## src/design/ptt_pkg.sv

```systemverilog
package ptt_pkg;

    localparam int ENTRIES      = 16;
    localparam int WARMUP_TICKS = 10;
    localparam int MAX_RESULTS  = 16;

    localparam int IDX_W  = (ENTRIES > 1) ? $clog2(ENTRIES) : 1;
    localparam int CNT_W  = $clog2(ENTRIES + 1);
    localparam int K_W    = $clog2(MAX_RESULTS + 1);
    localparam int WARM_W = 4;
    localparam int CH_W   = 8;
    localparam int PER_W  = 16;
    localparam int QDEPTH = 2;

    typedef enum logic [1:0] {
        OP_TICK       = 2'd0,
        OP_REGISTER   = 2'd1,
        OP_UNREGISTER = 2'd2
    } t_op;

    typedef enum logic [1:0] {
        KIND_FIRED   = 2'd0,
        KIND_APPLIED = 2'd1,
        KIND_DROPPED = 2'd2
    } t_kind;

    typedef enum logic [2:0] {
        S_IDLE  = 3'd0,
        S_FIND  = 3'd1,
        S_APPLY = 3'd2,
        S_TICK  = 3'd3
    } t_state;

    typedef struct packed {
        t_op              op;
        logic [CH_W-1:0]  channel;
        logic [PER_W-1:0] period;
    } t_item;

endpackage

```

## src/design/ptt_front.sv

```systemverilog
module ptt_front (
    input  logic           i_clk,
    input  logic           i_rst_n,
    input  logic           i_valid,
    output logic           o_stall,
    input  logic           i_cmd,
    input  logic [7:0]     i_channel_id,
    input  logic [15:0]    i_period,
    output logic           o_item_valid,
    input  logic           i_item_stall,
    output ptt_pkg::t_item o_item
);
    import ptt_pkg::*;

    localparam int PTR_W = $clog2(QDEPTH);
    localparam int FILL_W = $clog2(QDEPTH + 1);

    t_item               r_q [QDEPTH];
    logic [PTR_W-1:0]    r_wr_ptr;
    logic [PTR_W-1:0]    r_rd_ptr;
    logic [FILL_W-1:0]   r_fill;
    t_item               w_item;
    logic                w_push;
    logic                w_pop;

    always_comb begin
        w_item.channel = i_channel_id;
        w_item.period  = i_period;
        if (!i_cmd) begin
            w_item.op = OP_TICK;
        end else if (i_period != '0) begin
            w_item.op = OP_REGISTER;
        end else begin
            w_item.op = OP_UNREGISTER;
        end
    end

    assign o_stall      = (r_fill == FILL_W'(QDEPTH));
    assign o_item_valid = (r_fill != '0);
    assign o_item       = r_q[r_rd_ptr];
    assign w_push       = i_valid && !o_stall;
    assign w_pop        = o_item_valid && !i_item_stall;

    always_ff @(posedge i_clk) begin
        if (w_push) begin
            r_q[r_wr_ptr] <= w_item;
        end
    end

    always_ff @(posedge i_clk) begin
        if (!i_rst_n) begin
            r_wr_ptr <= '0;
            r_rd_ptr <= '0;
            r_fill   <= '0;
        end else begin
            if (w_push) begin
                r_wr_ptr <= r_wr_ptr + 1'b1;
            end
            if (w_pop) begin
                r_rd_ptr <= r_rd_ptr + 1'b1;
            end
            if (w_push && !w_pop) begin
                r_fill <= r_fill + 1'b1;
            end else if (w_pop && !w_push) begin
                r_fill <= r_fill - 1'b1;
            end
        end
    end

endmodule

```

## src/design/ptt_back.sv

```systemverilog
module ptt_back (
    input  logic           i_clk,
    input  logic           i_rst_n,
    input  logic           i_item_valid,
    output logic           o_item_stall,
    input  ptt_pkg::t_item i_item,
    output logic           o_valid,
    input  logic           i_stall,
    output logic [1:0]     o_event_kind,
    output logic [7:0]     o_event_channel,
    output logic           o_last
);
    import ptt_pkg::*;

    t_state             r_state;
    t_state             n_state;

    logic [CH_W-1:0]    r_chan [ENTRIES];
    logic [PER_W-1:0]   r_per  [ENTRIES];
    logic [PER_W-1:0]   r_cnt  [ENTRIES];
    logic [CNT_W-1:0]   r_n;

    t_op                r_op;
    logic [CH_W-1:0]    r_ch;
    logic [PER_W-1:0]   r_period;
    logic [CNT_W-1:0]   r_idx;
    logic [CNT_W-1:0]   r_f;
    logic               r_found;
    logic               r_armed;
    logic [K_W-1:0]     r_k;
    logic               r_pend_valid;
    logic [CH_W-1:0]    r_pend_ch;
    logic [WARM_W-1:0]  r_warm;

    logic               r_out_valid;
    t_kind              r_out_kind;
    logic [CH_W-1:0]    r_out_ch;
    logic               r_out_last;

    logic [IDX_W-1:0]   w_slot;
    logic               w_in_range;
    logic               w_out_free;
    logic               w_hit;
    logic               w_report;
    logic               w_take;
    logic               w_find_hit;
    logic               w_find_adv;
    logic               w_apply;
    logic               w_tick_step;
    logic               w_tick_done;
    logic               w_emit;
    t_kind              w_emit_kind;
    logic [CH_W-1:0]    w_emit_ch;
    logic               w_emit_last;
    logic               w_drop;

    assign w_slot     = r_idx[IDX_W-1:0];
    assign w_in_range = (r_idx < r_n);
    assign w_out_free = !r_out_valid || !i_stall;
    assign w_hit      = (r_cnt[w_slot] == r_per[w_slot]);
    assign w_report   = w_hit && r_armed && (r_k < K_W'(MAX_RESULTS));
    assign w_drop     = (r_op == OP_REGISTER) && !r_found && (r_n >= CNT_W'(ENTRIES));

    assign o_item_stall    = (r_state != S_IDLE);
    assign o_valid         = r_out_valid;
    assign o_event_kind    = r_out_kind;
    assign o_event_channel = r_out_ch;
    assign o_last          = r_out_last;

    always_ff @(posedge i_clk) begin
        if (!i_rst_n) begin
            r_state <= S_IDLE;
        end else begin
            r_state <= n_state;
        end
    end

    always_comb begin
        n_state     = r_state;
        w_take      = 1'b0;
        w_find_hit  = 1'b0;
        w_find_adv  = 1'b0;
        w_apply     = 1'b0;
        w_tick_step = 1'b0;
        w_tick_done = 1'b0;
        w_emit      = 1'b0;
        w_emit_kind = KIND_APPLIED;
        w_emit_ch   = r_ch;
        w_emit_last = 1'b1;
        case (r_state)
            S_IDLE: begin
                if (i_item_valid) begin
                    w_take  = 1'b1;
                    n_state = (i_item.op == OP_TICK) ? S_TICK : S_FIND;
                end
            end
            S_FIND: begin
                if (!w_in_range) begin
                    n_state = S_APPLY;
                end else if (r_chan[w_slot] == r_ch) begin
                    w_find_hit = 1'b1;
                    n_state    = S_APPLY;
                end else begin
                    w_find_adv = 1'b1;
                end
            end
            S_APPLY: begin
                if (w_out_free) begin
                    w_apply     = 1'b1;
                    w_emit      = 1'b1;
                    w_emit_kind = w_drop ? KIND_DROPPED : KIND_APPLIED;
                    n_state     = S_IDLE;
                end
            end
            S_TICK: begin
                w_emit_kind = KIND_FIRED;
                w_emit_ch   = r_pend_ch;
                if (!w_in_range) begin
                    if (!r_pend_valid || w_out_free) begin
                        w_tick_done = 1'b1;
                        w_emit      = r_pend_valid;
                        n_state     = S_IDLE;
                    end
                end else if (!(w_report && r_pend_valid && !w_out_free)) begin
                    w_tick_step = 1'b1;
                    w_emit      = w_report && r_pend_valid;
                    w_emit_last = 1'b0;
                end
            end
            default: begin
                n_state = S_IDLE;
            end
        endcase
    end

    always_ff @(posedge i_clk) begin
        if (w_take) begin
            r_op     <= i_item.op;
            r_ch     <= i_item.channel;
            r_period <= i_item.period;
        end
        if (w_find_hit) begin
            r_f <= r_idx;
        end
        if (w_tick_step && w_report) begin
            r_pend_ch <= r_chan[w_slot];
        end
        if (w_emit) begin
            r_out_kind <= w_emit_kind;
            r_out_ch   <= w_emit_ch;
            r_out_last <= w_emit_last;
        end
    end

    always_ff @(posedge i_clk) begin
        if (w_apply && !w_drop) begin
            if (r_op == OP_REGISTER) begin
                for (int i = 1; i < ENTRIES; i++) begin
                    if (CNT_W'(i) <= (r_found ? r_f : r_n)) begin
                        r_chan[i] <= r_chan[i-1];
                        r_per[i]  <= r_per[i-1];
                        r_cnt[i]  <= r_cnt[i-1];
                    end
                end
                r_chan[0] <= r_ch;
                r_per[0]  <= r_period;
                r_cnt[0]  <= '0;
            end else if (r_found) begin
                for (int i = 0; i < ENTRIES - 1; i++) begin
                    if ((CNT_W'(i) >= r_f) && (CNT_W'(i + 1) < r_n)) begin
                        r_chan[i] <= r_chan[i+1];
                        r_per[i]  <= r_per[i+1];
                        r_cnt[i]  <= r_cnt[i+1];
                    end
                end
            end
        end else if (w_tick_step) begin
            if (!w_hit) begin
                r_cnt[w_slot] <= r_cnt[w_slot] + 1'b1;
            end else if (r_armed) begin
                r_cnt[w_slot] <= PER_W'(1);
            end
        end
    end

    always_ff @(posedge i_clk) begin
        if (!i_rst_n) begin
            r_n          <= '0;
            r_idx        <= '0;
            r_found      <= 1'b0;
            r_armed      <= 1'b0;
            r_k          <= '0;
            r_pend_valid <= 1'b0;
            r_warm       <= '0;
            r_out_valid  <= 1'b0;
        end else begin
            if (w_take) begin
                r_idx        <= '0;
                r_found      <= 1'b0;
                r_k          <= '0;
                r_pend_valid <= 1'b0;
                r_armed      <= (r_warm > WARM_W'(WARMUP_TICKS));
            end
            if (w_find_hit) begin
                r_found <= 1'b1;
            end
            if (w_find_adv || w_tick_step) begin
                r_idx <= r_idx + 1'b1;
            end
            if (w_tick_step && w_report) begin
                r_pend_valid <= 1'b1;
                r_k          <= r_k + 1'b1;
            end
            if (w_tick_done) begin
                r_pend_valid <= 1'b0;
                if (r_warm <= WARM_W'(WARMUP_TICKS)) begin
                    r_warm <= r_warm + 1'b1;
                end
            end
            if (w_apply && !w_drop) begin
                if ((r_op == OP_REGISTER) && !r_found) begin
                    r_n <= r_n + 1'b1;
                end else if ((r_op == OP_UNREGISTER) && r_found) begin
                    r_n <= r_n - 1'b1;
                end
            end
            if (w_emit) begin
                r_out_valid <= 1'b1;
            end else if (!i_stall) begin
                r_out_valid <= 1'b0;
            end
        end
    end

endmodule

```

## src/design/periodic_timer_table.sv

```systemverilog
// A table of up to sixteen periodic timer channels, newest entry first.
// The input channel carries one transaction per tick (cmd 0) or per
// register/unregister message (cmd 1, a zero period unregisters the channel).
// The output channel carries event transactions: a fired channel, an applied
// message or a registration dropped because the table is full; o_last marks
// the final event caused by one input transaction. A tick that fires nothing
// produces no event, and a message always produces exactly one.
// Input transactions first enter a two-entry queue, so up to two can be taken
// while the table is busy. The table handles one transaction at a time and
// visits one entry a cycle unless a stalled event holds the scan. A message
// scans the entries up to its channel, or all n occupied entries when it is
// absent, then applies and emits its event; a tick scans all n occupied
// entries and sends its final event, if any, once the scan ends. When the
// receiver stalls, the event register holds its transaction and the scan
// waits on the next event it has to send. Synchronous reset empties the
// table, the queue and the warm-up count.
module periodic_timer_table (
    input  logic        i_clk,
    input  logic        i_rst_n,
    input  logic        i_valid,
    output logic        o_stall,
    input  logic        i_cmd,
    input  logic [7:0]  i_channel_id,
    input  logic [15:0] i_period,
    output logic        o_valid,
    input  logic        i_stall,
    output logic [1:0]  o_event_kind,
    output logic [7:0]  o_event_channel,
    output logic        o_last
);
    import ptt_pkg::*;

    t_item w_item;
    logic  w_item_valid;
    logic  w_item_stall;

    ptt_front u_front (
        .i_clk        (i_clk),
        .i_rst_n      (i_rst_n),
        .i_valid      (i_valid),
        .o_stall      (o_stall),
        .i_cmd        (i_cmd),
        .i_channel_id (i_channel_id),
        .i_period     (i_period),
        .o_item_valid (w_item_valid),
        .i_item_stall (w_item_stall),
        .o_item       (w_item)
    );

    ptt_back u_back (
        .i_clk           (i_clk),
        .i_rst_n         (i_rst_n),
        .i_item_valid    (w_item_valid),
        .o_item_stall    (w_item_stall),
        .i_item          (w_item),
        .o_valid         (o_valid),
        .i_stall         (i_stall),
        .o_event_kind    (o_event_kind),
        .o_event_channel (o_event_channel),
        .o_last          (o_last)
    );

endmodule
```

## config.mk

```make
export PLATFORM = sky130hd
export DESIGN_NAME = periodic_timer_table
export DESIGN_NICKNAME = d
export VERILOG_FILES = /design/src/design/ptt_pkg.sv /design/src/design/ptt_front.sv /design/src/design/ptt_back.sv /design/src/design/periodic_timer_table.sv
export SDC_FILE = /design/constraint.sdc
export NUM_CORES = 1
export LEC_CHECK = 0
export BUFFER_PORTS_ARGS = -buffer_cell sky130_fd_sc_hd__buf_2
export CORE_MARGIN = 2
export CORE_UTILIZATION = 55
export CTS_CLUSTER_DIAMETER = 30
export DETAILED_ROUTE_END_ITERATION = 16
export PLACE_DENSITY = 0.78
export SETUP_SLACK_MARGIN = 0.1
export SLEW_MARGIN = 20
export SYNTH_ARGS = -nofsm -noshare
export SYNTH_HDL_FRONTEND = slang
export SYNTH_SLANG_ARGS = --single-unit
```

## constraint.sdc

```tcl
create_clock -name i_clk -period 7.8 [get_ports i_clk]
set_clock_uncertainty 0.2 [all_clocks]
set_input_delay 0.78 -clock i_clk [delete_from_list [all_inputs] [get_ports i_clk]]
set_output_delay 0.78 -clock i_clk [all_outputs]
set_load 0.01 [all_outputs]
```

* Yosys cells after proc, flatten, opt, wreduce, memory -nomap -nowiden *
Memories as Yosys holds them, arrays and structs flattened. A register that Yosys moved wholly into a read port is not among the register bits.
Cells that the tools add are included.

word-level totals
  word-level logic and storage cells = 456
  output and inout bits = 13
  bits of input ports = 29
  memories = 4
  bits in writable memories = 692
  register bits = 80

operators by class
  multiplexer cells = 254
  magnitude comparators = 50
  equality and inequality tests = 14
  $add $sub $neg = 10
  reduce and logical (&&, ||, !) cells = 57
  bitwise logic cells = 47

memory list
  name           depth  width  rd ports  clocked after memory_dff  write ports  line             source
  u_back.r_cnt   16     16     17        1                         16           ptt_back.sv:20   logic [PER_W-1:0] r_cnt [ENTRIES];
  u_back.r_per   16     16     17        1                         16           ptt_back.sv:19   logic [PER_W-1:0] r_per [ENTRIES];
  u_back.r_chan  16     8      17        1                         16           ptt_back.sv:18   logic [CH_W-1:0] r_chan [ENTRIES];
  u_front.r_q    2      26     1         1                         1            ptt_front.sv:18  t_item r_q [QDEPTH];

operator list
  cell                     number
  $mux W16                 32
  $mux W1                  177
  $mux W8                  16
  $or A1 B1 Y1             46
  $le A4 B5 Y1 const A     8
  $lt A4 B5 Y1 const A     8
  $ge A4 B5 Y1 const A     7
  $mux W5                  6
  $logic_and A1 B1 Y1      28
  $mux W4                  7
  $ge A3 B5 Y1 const A     4
  $le A3 B5 Y1 const A     4
  $lt A3 B5 Y1 const A     4
  $mux W3                  6
  $add A16 B1 Y16 const B  1
  $eq A16 B16 Y1           1
  $reduce_bool A16 Y1      1
  $reduce_or A16 Y1        1
  $add A5 B1 Y5 const B    3
  $mux W2                  7
  $pmux W3 S4              1
  $reduce_bool A2 Y1       6
  $ge A1 B5 Y1 const A     2
  $ge A2 B5 Y1 const A     2
  33 further kinds         54

* Depth between registers and ports, before layout *
Gate-level depths: netlist (run 1).

  depth in word-level cells = 14
  mapped depth = 18
  mapped depth without buffers = 11

* Modules after synthesis *
A second synthesis (run 1) with hierarchy kept.

second synthesis, totals
  cell total of the unflattened synthesis = 2703
  area total of the unflattened synthesis = 41173.2 um2

by module, submodules not included
  module     sequential area each (um2)  times used  cells an instance  area an instance (um2)
  ptt_back   21300.4                     1           2589               39014.9
  ptt_front  1661.6                      1           114                2158.3

* Least setup slack after synthesis (run 1) *
OpenSTA, ideal clock, no wires.

  path type = input to register
  from = in i_stall
  to = mem u_back.r_cnt[13][0], enable pin
  arrival time = 5191 ps
  setup slack = 2034 ps
  library setup time = 375 ps
  stages = 8
  required time = 7225 ps
  buffers on the path = 1
  cells stage by stage = nand2_1 > nand2_1 > nor2_1 > and3_1 > clkbuf_1 > nand4_1 > o311ai_0 > nand2b_1

RTL lines
  item         line                        source
  from (decl)  periodic_timer_table.sv:26  input logic i_stall,
  to (decl)    ptt_back.sv:20

==> impl_metrics.json, run 1 <==
{
  "ctsHtreeMaxLevel": 4,
  "max_slew_margin_pct": 21.81,
  "grtUsageMet3_pct": 10.77,
  "worst_path_max_delay_cell": "dfxtp_4",
  "rrSetupSlack_ns": 1.70,
  "worstHoldPathCells": 1,
  "irDropWorstVdd_v": 0.0002517,
  "numCtsBuffers": 147,
  "netlist_area_sq_um": 40890,
  "final_area_sq_um": 47130,
  "ctsLongestPathBuffers": 3,
  "dieArea_sq_um": 76540,
  "coreArea_sq_um": 73330,
  "rsz0062_at_grt": "false",
  "grt_first_pass_wirelength_mm": 180.5,
  "max_stage_delay_ns": 0.86,
  "synth-seq-cells": 776,
  "grt.total_usage_pct": 31.85,
  "grt_max_degree": 62,
  "ys_async_sr_fraction_pct": 0,
  "mostFrequentLayoutCells": "edfxtp_1, mux2i_1, mux2_2, clkbuf_16, mux4_2",
  "cts_resized": 0,
  "utilization_pct": 64.27,
  "drc_errors": 0,
  "cp_max_fo": 34,
  "yosysUniqueCellTypes": 80,
  "startpoint_type": "register",
  "critPathRequiredTime_ns": 8.05,
  "arrival_ns": 6.35,
  "use_met2_pct": 48.87,
  "fin_tns_setup_ns": 0,
  "drt-initial-drc-count": 3676,
  "max_slew.worst_pin.slew_ns": 1.167,
  "diodes": 0,
  "fin_crit_ns": 6.099,
  "stdcell_count": 3827,
  "wl_per_cell_microns": 32.26,
  "final_nets": 2792,
  "clkLatencyLatePin_ns": 0.78,
  "gr-total-overflow": 0,
  "areaGrowthSynthToFinish_pct": 15.27,
  "dr_total_vias": 26860,
  "cts_tree": "yes",
  "wirelength_mm": 123.4,
  "drv_slew": 0,
  "r2r_end": "u_back.r_cnt[7][2]$_DFFE_PP_",
  "portBuffers": 41,
  "start_util_pct": 55.76,
  "clock_sinks": 776,
  "worstHoldStart": "i_channel_id[5]",
  "die_width_microns": 276.7,
  "placedCellCount": 3549,
  "ant_nets": 0,
  "cellPowerDensity_nw_per_um2": 263.4,
  "top_usage_layer": "met2",
  "placed_area_sq_um": 42040,
  "cp-end-kind": "register",
  "synth_ff_type": "edfxtp_1",
  "path_cells": "buf_12 -> mux4_2 -> a22oi_1 -> nand2_1 -> xnor2_1 -> nand4b_1 -> or4_4 -> nor3b_2 -> nand4b_1 -> buf_4 -> nand2b_1 -> buf_4",
  "avgSynthCellArea_sq_um": 15.34,
  "grt_pass1_vias": 27460,
  "leakage_nw": 15.45,
  "seq_area_frac_synth_pct": 56.16,
  "synth-edff-count": 742,
  "dr.pass1.iters": 6,
  "maxCapViolations": 0,
  "grtUsageMet1_pct": 41.70,
  "die_h_microns": 276.7,
  "path_clk_slew_ns": 0.06,
  "fmax_mhz": 164.0,
  "holdPathEnd": "u_front.r_q[0][21]$_DFFE_PP_",
  "postCtsSetupRepairBufs": 0,
  "rows": 99,
  "synth_cells": 2665,
  "hold_path_class": "in -> reg",
  "path_class": "reg -> reg",
  "drive_gt1_share_pct": 32.81,
  "synth_nets": 2711,
  "cts_root_buf": "clkbuf_16",
  "finalCritPeriodShare_pct": 78.19,
  "gp_congestion": 0.9077,
  "finalHoldViolCount": 0,
  "place_hpwl_mm": 69.68,
  "ios": 42,
  "ys_warn_count": 0,
  "vias_per_cell": 7.017,
  "final_common_cell": "edfxtp_1",
  "status": "finished clean",
  "setup_viol": 0,
  "r2r_cells": 12,
  "antenna_found_initial": 2
}
-- synth_stat cells (all sizes together), types with 4 or more instances --
cell / number / area (sq um)
o211ai: 8 / 60.06
xnor2: 27 / 251.5
nor3b: 6 / 55.05
ha: 17 / 212.7
a31oi: 4 / 25.02
a22o: 6 / 52.55
a221o: 7 / 70.07
nand2: 84 / 315.3
nand3b: 5 / 37.54
a21oi: 33 / 165.2
nand4: 11 / 83.83
clkbuf: 94 / 352.8
o21ai: 55 / 275.3
mux2: 395 / 4448
nor3: 13 / 65.06
nor4: 13 / 130.1
a21o: 7 / 52.55
nor2b: 16 / 100.1
a22oi: 26 / 200.2
mux2i: 522 / 5225
a211oi: 5 / 37.54
xor2: 13 / 113.9
o21bai: 6 / 45.04
a221oi: 20 / 181.4
and3: 10 / 62.56
o21a: 5 / 37.54
a2bb2oi: 4 / 35.03
nand4b: 16 / 140.1
mux4: 141 / 3176
buf: 101 / 728.2
edfxtp: 742 / 22280
nand2b: 33 / 209.0
nand3: 26 / 135.1
or3: 4 / 25.02
nor2: 64 / 240.2
inv: 34 / 127.6
o31ai: 4 / 30.03
and2: 12 / 75.07
dfxtp: 34 / 680.7
or2: 6 / 37.54
-- area by class of cell --
cell class | instances | area [sq um]
inverter | 37 | 138.9
clock inverter | 104 | 1256
multi-input combinational | 1657 | 16900
fill | 5016 | 26200
timing repair buffer | 127 | 893.4
clock buffer | 167 | 3764
sequential | 776 | 22970
tap | 959 | 1200
-- routing by layer --
metal  part of all wire [%]  routed length (microns)
met5                  0.053                       65
met4                    4.2                     5191
met3                     13                    16630
met2                     46                    56310
met1                     37                    45250
-- worst max-delay path by stage --
stage,from,endpoint,slack [ns],cells after the start
2_1_floorplan,i_stall,u_back.r_cnt[13][0]$_DFFE_PP_,2.03,8
3_3_place_gp,register,u_back.r_cnt[2][4]$_DFFE_PP_,1.94,11
3_5_place_dp,register,u_back.r_cnt[2][6]$_DFFE_PP_,1.80,11
4_1_cts,register,u_back.r_cnt[2][8]$_DFFE_PP_,1.79,11
5_1_grt,register,u_back.r_cnt[2][13]$_DFFE_PP_,1.57,11
6_report,register,u_back.r_cnt[7][2]$_DFFE_PP_,1.70,12
-- per-stage QoR --
| stage | hold slack, ns | setup slack [ns] | power, W |
|---|---|---|---|
| 2_1_floorplan | 0.2338 | 2.034 | 0.005694 |
| 3_3_place_gp | 0.2473 | 1.935 | 0.006008 |
| 3_5_place_dp | 0.2636 | 1.798 | 0.006041 |
| 4_1_cts | 0.002786 | 1.788 | 0.01237 |
| 5_1_grt | 0.002201 | 1.566 | 0.01271 |
| 6_report | 0.01367 | 1.701 | 0.01241 |
-- report_power, final --
group          total, W  internal (W)  switching (W)
clock           0.00639       0.00408        0.00231
combinational   0.00106      0.000415       0.000644
sequential      0.00497       0.00477       0.000195
-- state kept, by name, summed over array words and instances, names as in the netlist, named ones only --
| signal | flops |
|---|---|
| u_back.o_event_channel | 8 |
| u_back.o_event_kind | 2 |
| u_back.o_last | 1 |
| u_back.o_valid | 1 |
| u_back.r_armed | 1 |
| u_back.r_ch | 8 |
| u_back.r_chan | 128 |
| u_back.r_cnt | 256 |
| u_back.r_f | 5 |
| u_back.r_found | 1 |
| u_back.r_idx | 5 |
| u_back.r_k | 5 |
| u_back.r_n | 5 |
| u_back.r_op | 2 |
| u_back.r_pend_ch | 8 |
| u_back.r_pend_valid | 1 |
| u_back.r_per | 256 |
| u_back.r_period | 16 |
| u_back.r_state | 2 |
| u_back.r_warm | 4 |
| u_front.r_fill | 2 |
| u_front.r_q | 52 |
| u_front.r_rd_ptr | 1 |
| u_front.r_wr_ptr | 1 |
-- timing repair --
action | 4_1_cts | 5_1_grt
endpoints found under the hold margin | 10 | 4
hold buffers | 5 | 2
setup endpoints to repair | 0 | 0
-- kinds of logic (layout without fill, tap and decap cells) --
| logic type | count (synthesis) | after routing | synth area share (%) |
|---|---|---|---|
| compound gates | 212 | 212 | 3.577 |
| xor+xnor | 40 | 40 | 0.8935 |
| fa+ha+maj | 17 | 17 | 0.5202 |
| buf+inv | 232 | 435 | 2.984 |
| flops | 776 | 776 | 56.16 |
| mux | 1058 | 1058 | 31.42 |
| simple gates | 330 | 330 | 4.443 |
-- worst max-delay path, delay by kind of cell (launching register included) --
kind,cells,cell delay [ns]
AO/OA/AOI/OAI,1,0.21
XOR/XNOR,1,0.46
buffers and inverters,3,1.08
flip-flops,1,0.86
multiplexers,1,0.54
AND/OR/NAND/NOR,6,2.40
No activity file was read; power rests on OpenSTA's default activity.
==> inputs of run 2 (changes only) <==
--- a/config.mk
+++ b/config.mk
@@ -10,7 +10,7 @@
 export CORE_UTILIZATION = 55
 export CTS_CLUSTER_DIAMETER = 30
 export DETAILED_ROUTE_END_ITERATION = 16
-export PLACE_DENSITY = 0.78
+export PLACE_DENSITY = 0.81
 export SETUP_SLACK_MARGIN = 0.1
 export SLEW_MARGIN = 20
 export SYNTH_ARGS = -nofsm -noshare
==> constraint.sdc (replaced) <==
create_clock -name i_clk -period 4.97 [get_ports i_clk]
set_clock_uncertainty 0.2 [all_clocks]
set_input_delay 0.497 -clock i_clk [delete_from_list [all_inputs] [get_ports i_clk]]
set_output_delay 0.497 -clock i_clk [all_outputs]
set_load 0.01 [all_outputs]
==> impl_metrics.json, run 2 (synthesis gave the netlist of run 1 again) <==
{
  "status": "finished clean",
  "r2r_cells": 12,
  "cp-end-kind": "register",
  "path_class": "reg -> reg",
  "areaGrowthSynthToFinish_pct": 17.15,
  "clock_sinks": 776,
  "arrival_ns": 5.04,
  "critPathBufInv": 3,
  "path_clk_slew_ns": 0.05,
  "dr.pass1.iters": 5,
  "ant_nets": 0,
  "vias_per_cell": 6.878,
  "path_cells": "buf_4 -> mux4_2 -> a22oi_1 -> nand2_1 -> xnor2_1 -> nand4b_1 -> or4_4 -> nor3b_2 -> buf_4 -> nand4b_1 -> buf_4 -> mux2i_1",
  "drive_gt1_share_pct": 33.48,
  "pwr-share-seq_pct": 39.9,
  "multi_input_area_sq_um": 16910,
  "grt.total_usage_pct": 30.34,
  "irDropWorstVdd_v": 0.0005548,
  "finalHoldViolCount": 0,
  "placed_area_sq_um": 42600,
  "place_hpwl_mm": 71.48,
  "max_stage_delay_ns": 0.66,
  "dieArea_sq_um": 76540,
  "drc_errors": 0,
  "fin_tns_setup_ns": 0,
  "fin_crit_ns": 4.699,
  "portBuffers": 41,
  "max_slew_margin_pct": 26.43,
  "power_frac_clock_pct": 51.1,
  "worstHoldPathCells": 2,
  "cts_tree": "yes",
  "worst_path_max_delay_cell": "or4_4",
  "rows": 99,
  "mostFrequentLayoutCells": "edfxtp_1, mux2i_1, mux2_2, clkbuf_16, mux4_2",
  "setup_viol": 0,
  "leakage_nw": 15.89,
  "layout_setup_ws_ns": 0.2713,
  "intPower_w": 0.01463,
  "grt_first_pass_wirelength_mm": 175.3,
  "r2r_end": "u_back.r_cnt[3][8]$_DFFE_PP_",
  "start_util_pct": 55.76,
  "ios": 42,
  "startpoint_type": "register",
  "wirelength_mm": 117.0,
  "final_common_cell": "edfxtp_1",
  "holdPathEnd": "u_back.r_k[4]$_SDFFE_PN0P_",
  "rsz0062_at_grt": "false",
  "utilization_pct": 65.32,
  "maxCapViolations": 0,
  "combPwrFrac_pct": 9.0,
  "rrSetupSlack_ns": 0.27,
  "cellPowerDensity_nw_per_um2": 407.6,
  "max_slew.worst_pin.slew_ns": 1.104,
  "hold_path_class": "reg -> reg",
  "numCtsBuffers": 146,
  "cp_top_family": "simple AND/OR/NAND/NOR gates",
  "p_switching_w": 0.004897,
  "wl_per_cell_microns": 30.04,
  "worstHoldStart": "u_back.r_k[4]$_SDFFE_PN0P_",
  "ctsLongestPathBuffers": 3,
  "worst-path-stages": 12,
  "dr_total_vias": 26800,
  "cts_root_buf": "clkbuf_16",
  "clkLatencyLatePin_ns": 0.75,
  "grt_max_degree": 61,
  "cp_max_fo": 16,
  "crit_top_cell": "buf_4",
  "final_area_sq_um": 47900,
  "die_width_microns": 276.7,
  "sw_frac_of_total_pct": 25.08,
  "seq_area_sq_um": 22970,
  "coreArea_sq_um": 73330,
  "fillCellCount": 4819,
  "gr-total-overflow": 0,
  "drv_slew": 0,
  "antenna_found_initial": 1,
  "fmax_mhz": 212.8,
  "critPathRequiredTime_ns": 5.31,
  "final_nets": 2863,
  "ctsHtreeMaxLevel": 4,
  "place_ws_ns": 0.2421,
  "drt-initial-drc-count": 3274,
  "gp_congestion": 0.9191,
  "die_h_microns": 276.7,
  "top_regs": "u_back.r_cnt (256), u_back.r_per (256), u_back.r_chan (128)",
  "finalCritPeriodShare_pct": 94.54,
  "grt_pass1_vias": 27860
}
[run 2: cell count changes in the layout (fill, tap and decap cells not counted), sizes merged, moves of 2 or more]
cell / previous run / this run
clkinvlp: 14 / 12
inv: 45 / 40
clkinv: 65 / 62
dlygate4sd3: 7 / 28
buf: 120 / 171
clkbuf: 167 / 172
[run 2: layout make-up]
type	instances	share of cell area, %
sequential	776	47.96
multi-input combinational	1657	35.30
clock buffer	172	7.894
timing repair buffer	199	3.545
tap	959	2.505
clock inverter	95	2.495
inverter	37	0.2899
antenna	1	0.005224
[run 2: per-stage QoR]
| stage | cells | hold slack (ns) | power (W) |
|---|---|---|---|
| after floorplan | 2665 | 0.2338 | 0.008936 |
| after global placement | 3596 | 0.2472 | 0.009489 |
| after detailed placement | 3597 | 0.2562 | 0.009544 |
| after CTS | 3892 | 0.2648 | 0.01944 |
| after global routing | 3895 | 0.2893 | 0.01999 |
| final | 3896 | 0.2702 | 0.01952 |
[run 2: layer usage]
metal	routed length, microns	vias to the layer above	global-route usage [%]
met1	43470	13700	38.72
li1	-	10920	-
met5	0	-	0
met3	11660	363	7.188
met4	5472	0	14.53
met2	56440	1815	49.16
[run 2: worst reg2reg max path, cell delays in order (launching register included)]
cell      delay, ns
dfxtp_4        0.51
buf_4          0.26
mux4_2         0.52
a22oi_1        0.32
nand2_1        0.24
xnor2_1        0.40
nand4b_1       0.27
or4_4          0.67
nor3b_2        0.20
buf_4          0.21
nand4b_1       0.16
buf_4          0.33
mux2i_1        0.26
[run 2: what timing repair did]
item / 4_1_cts / 5_1_grt
endpoints found under the hold margin: 58 / 0
setup buffers: 0 / 3
endpoints found under the setup margin: 0 / 355
hold buffers: 28 / 0
resized for setup: 0 / 4
[run 2: worst max-delay path by stage]
stage,start,to
floorplan,i_stall,u_back.r_cnt[13][0]$_DFFE_PP_
global placement,register,u_back.r_cnt[3][7]$_DFFE_PP_
detailed placement,register,u_back.r_cnt[14][7]$_DFFE_PP_
CTS,register,u_back.r_cnt[9][7]$_DFFE_PP_
global route,register,u_back.r_cnt[3][8]$_DFFE_PP_
finish,register,u_back.r_cnt[3][8]$_DFFE_PP_
[run 2: power by group through the flow]
stage          clock, W  combinational [W]  sequential, W
2_1_floorplan         0            0.00125        0.00769
3_3_place_gp          0            0.00163        0.00786
3_5_place_dp          0            0.00167        0.00787
4_1_cts         0.00996            0.00172        0.00776
5_1_grt          0.0103            0.00187        0.00780
6_report        0.00997            0.00177        0.00778
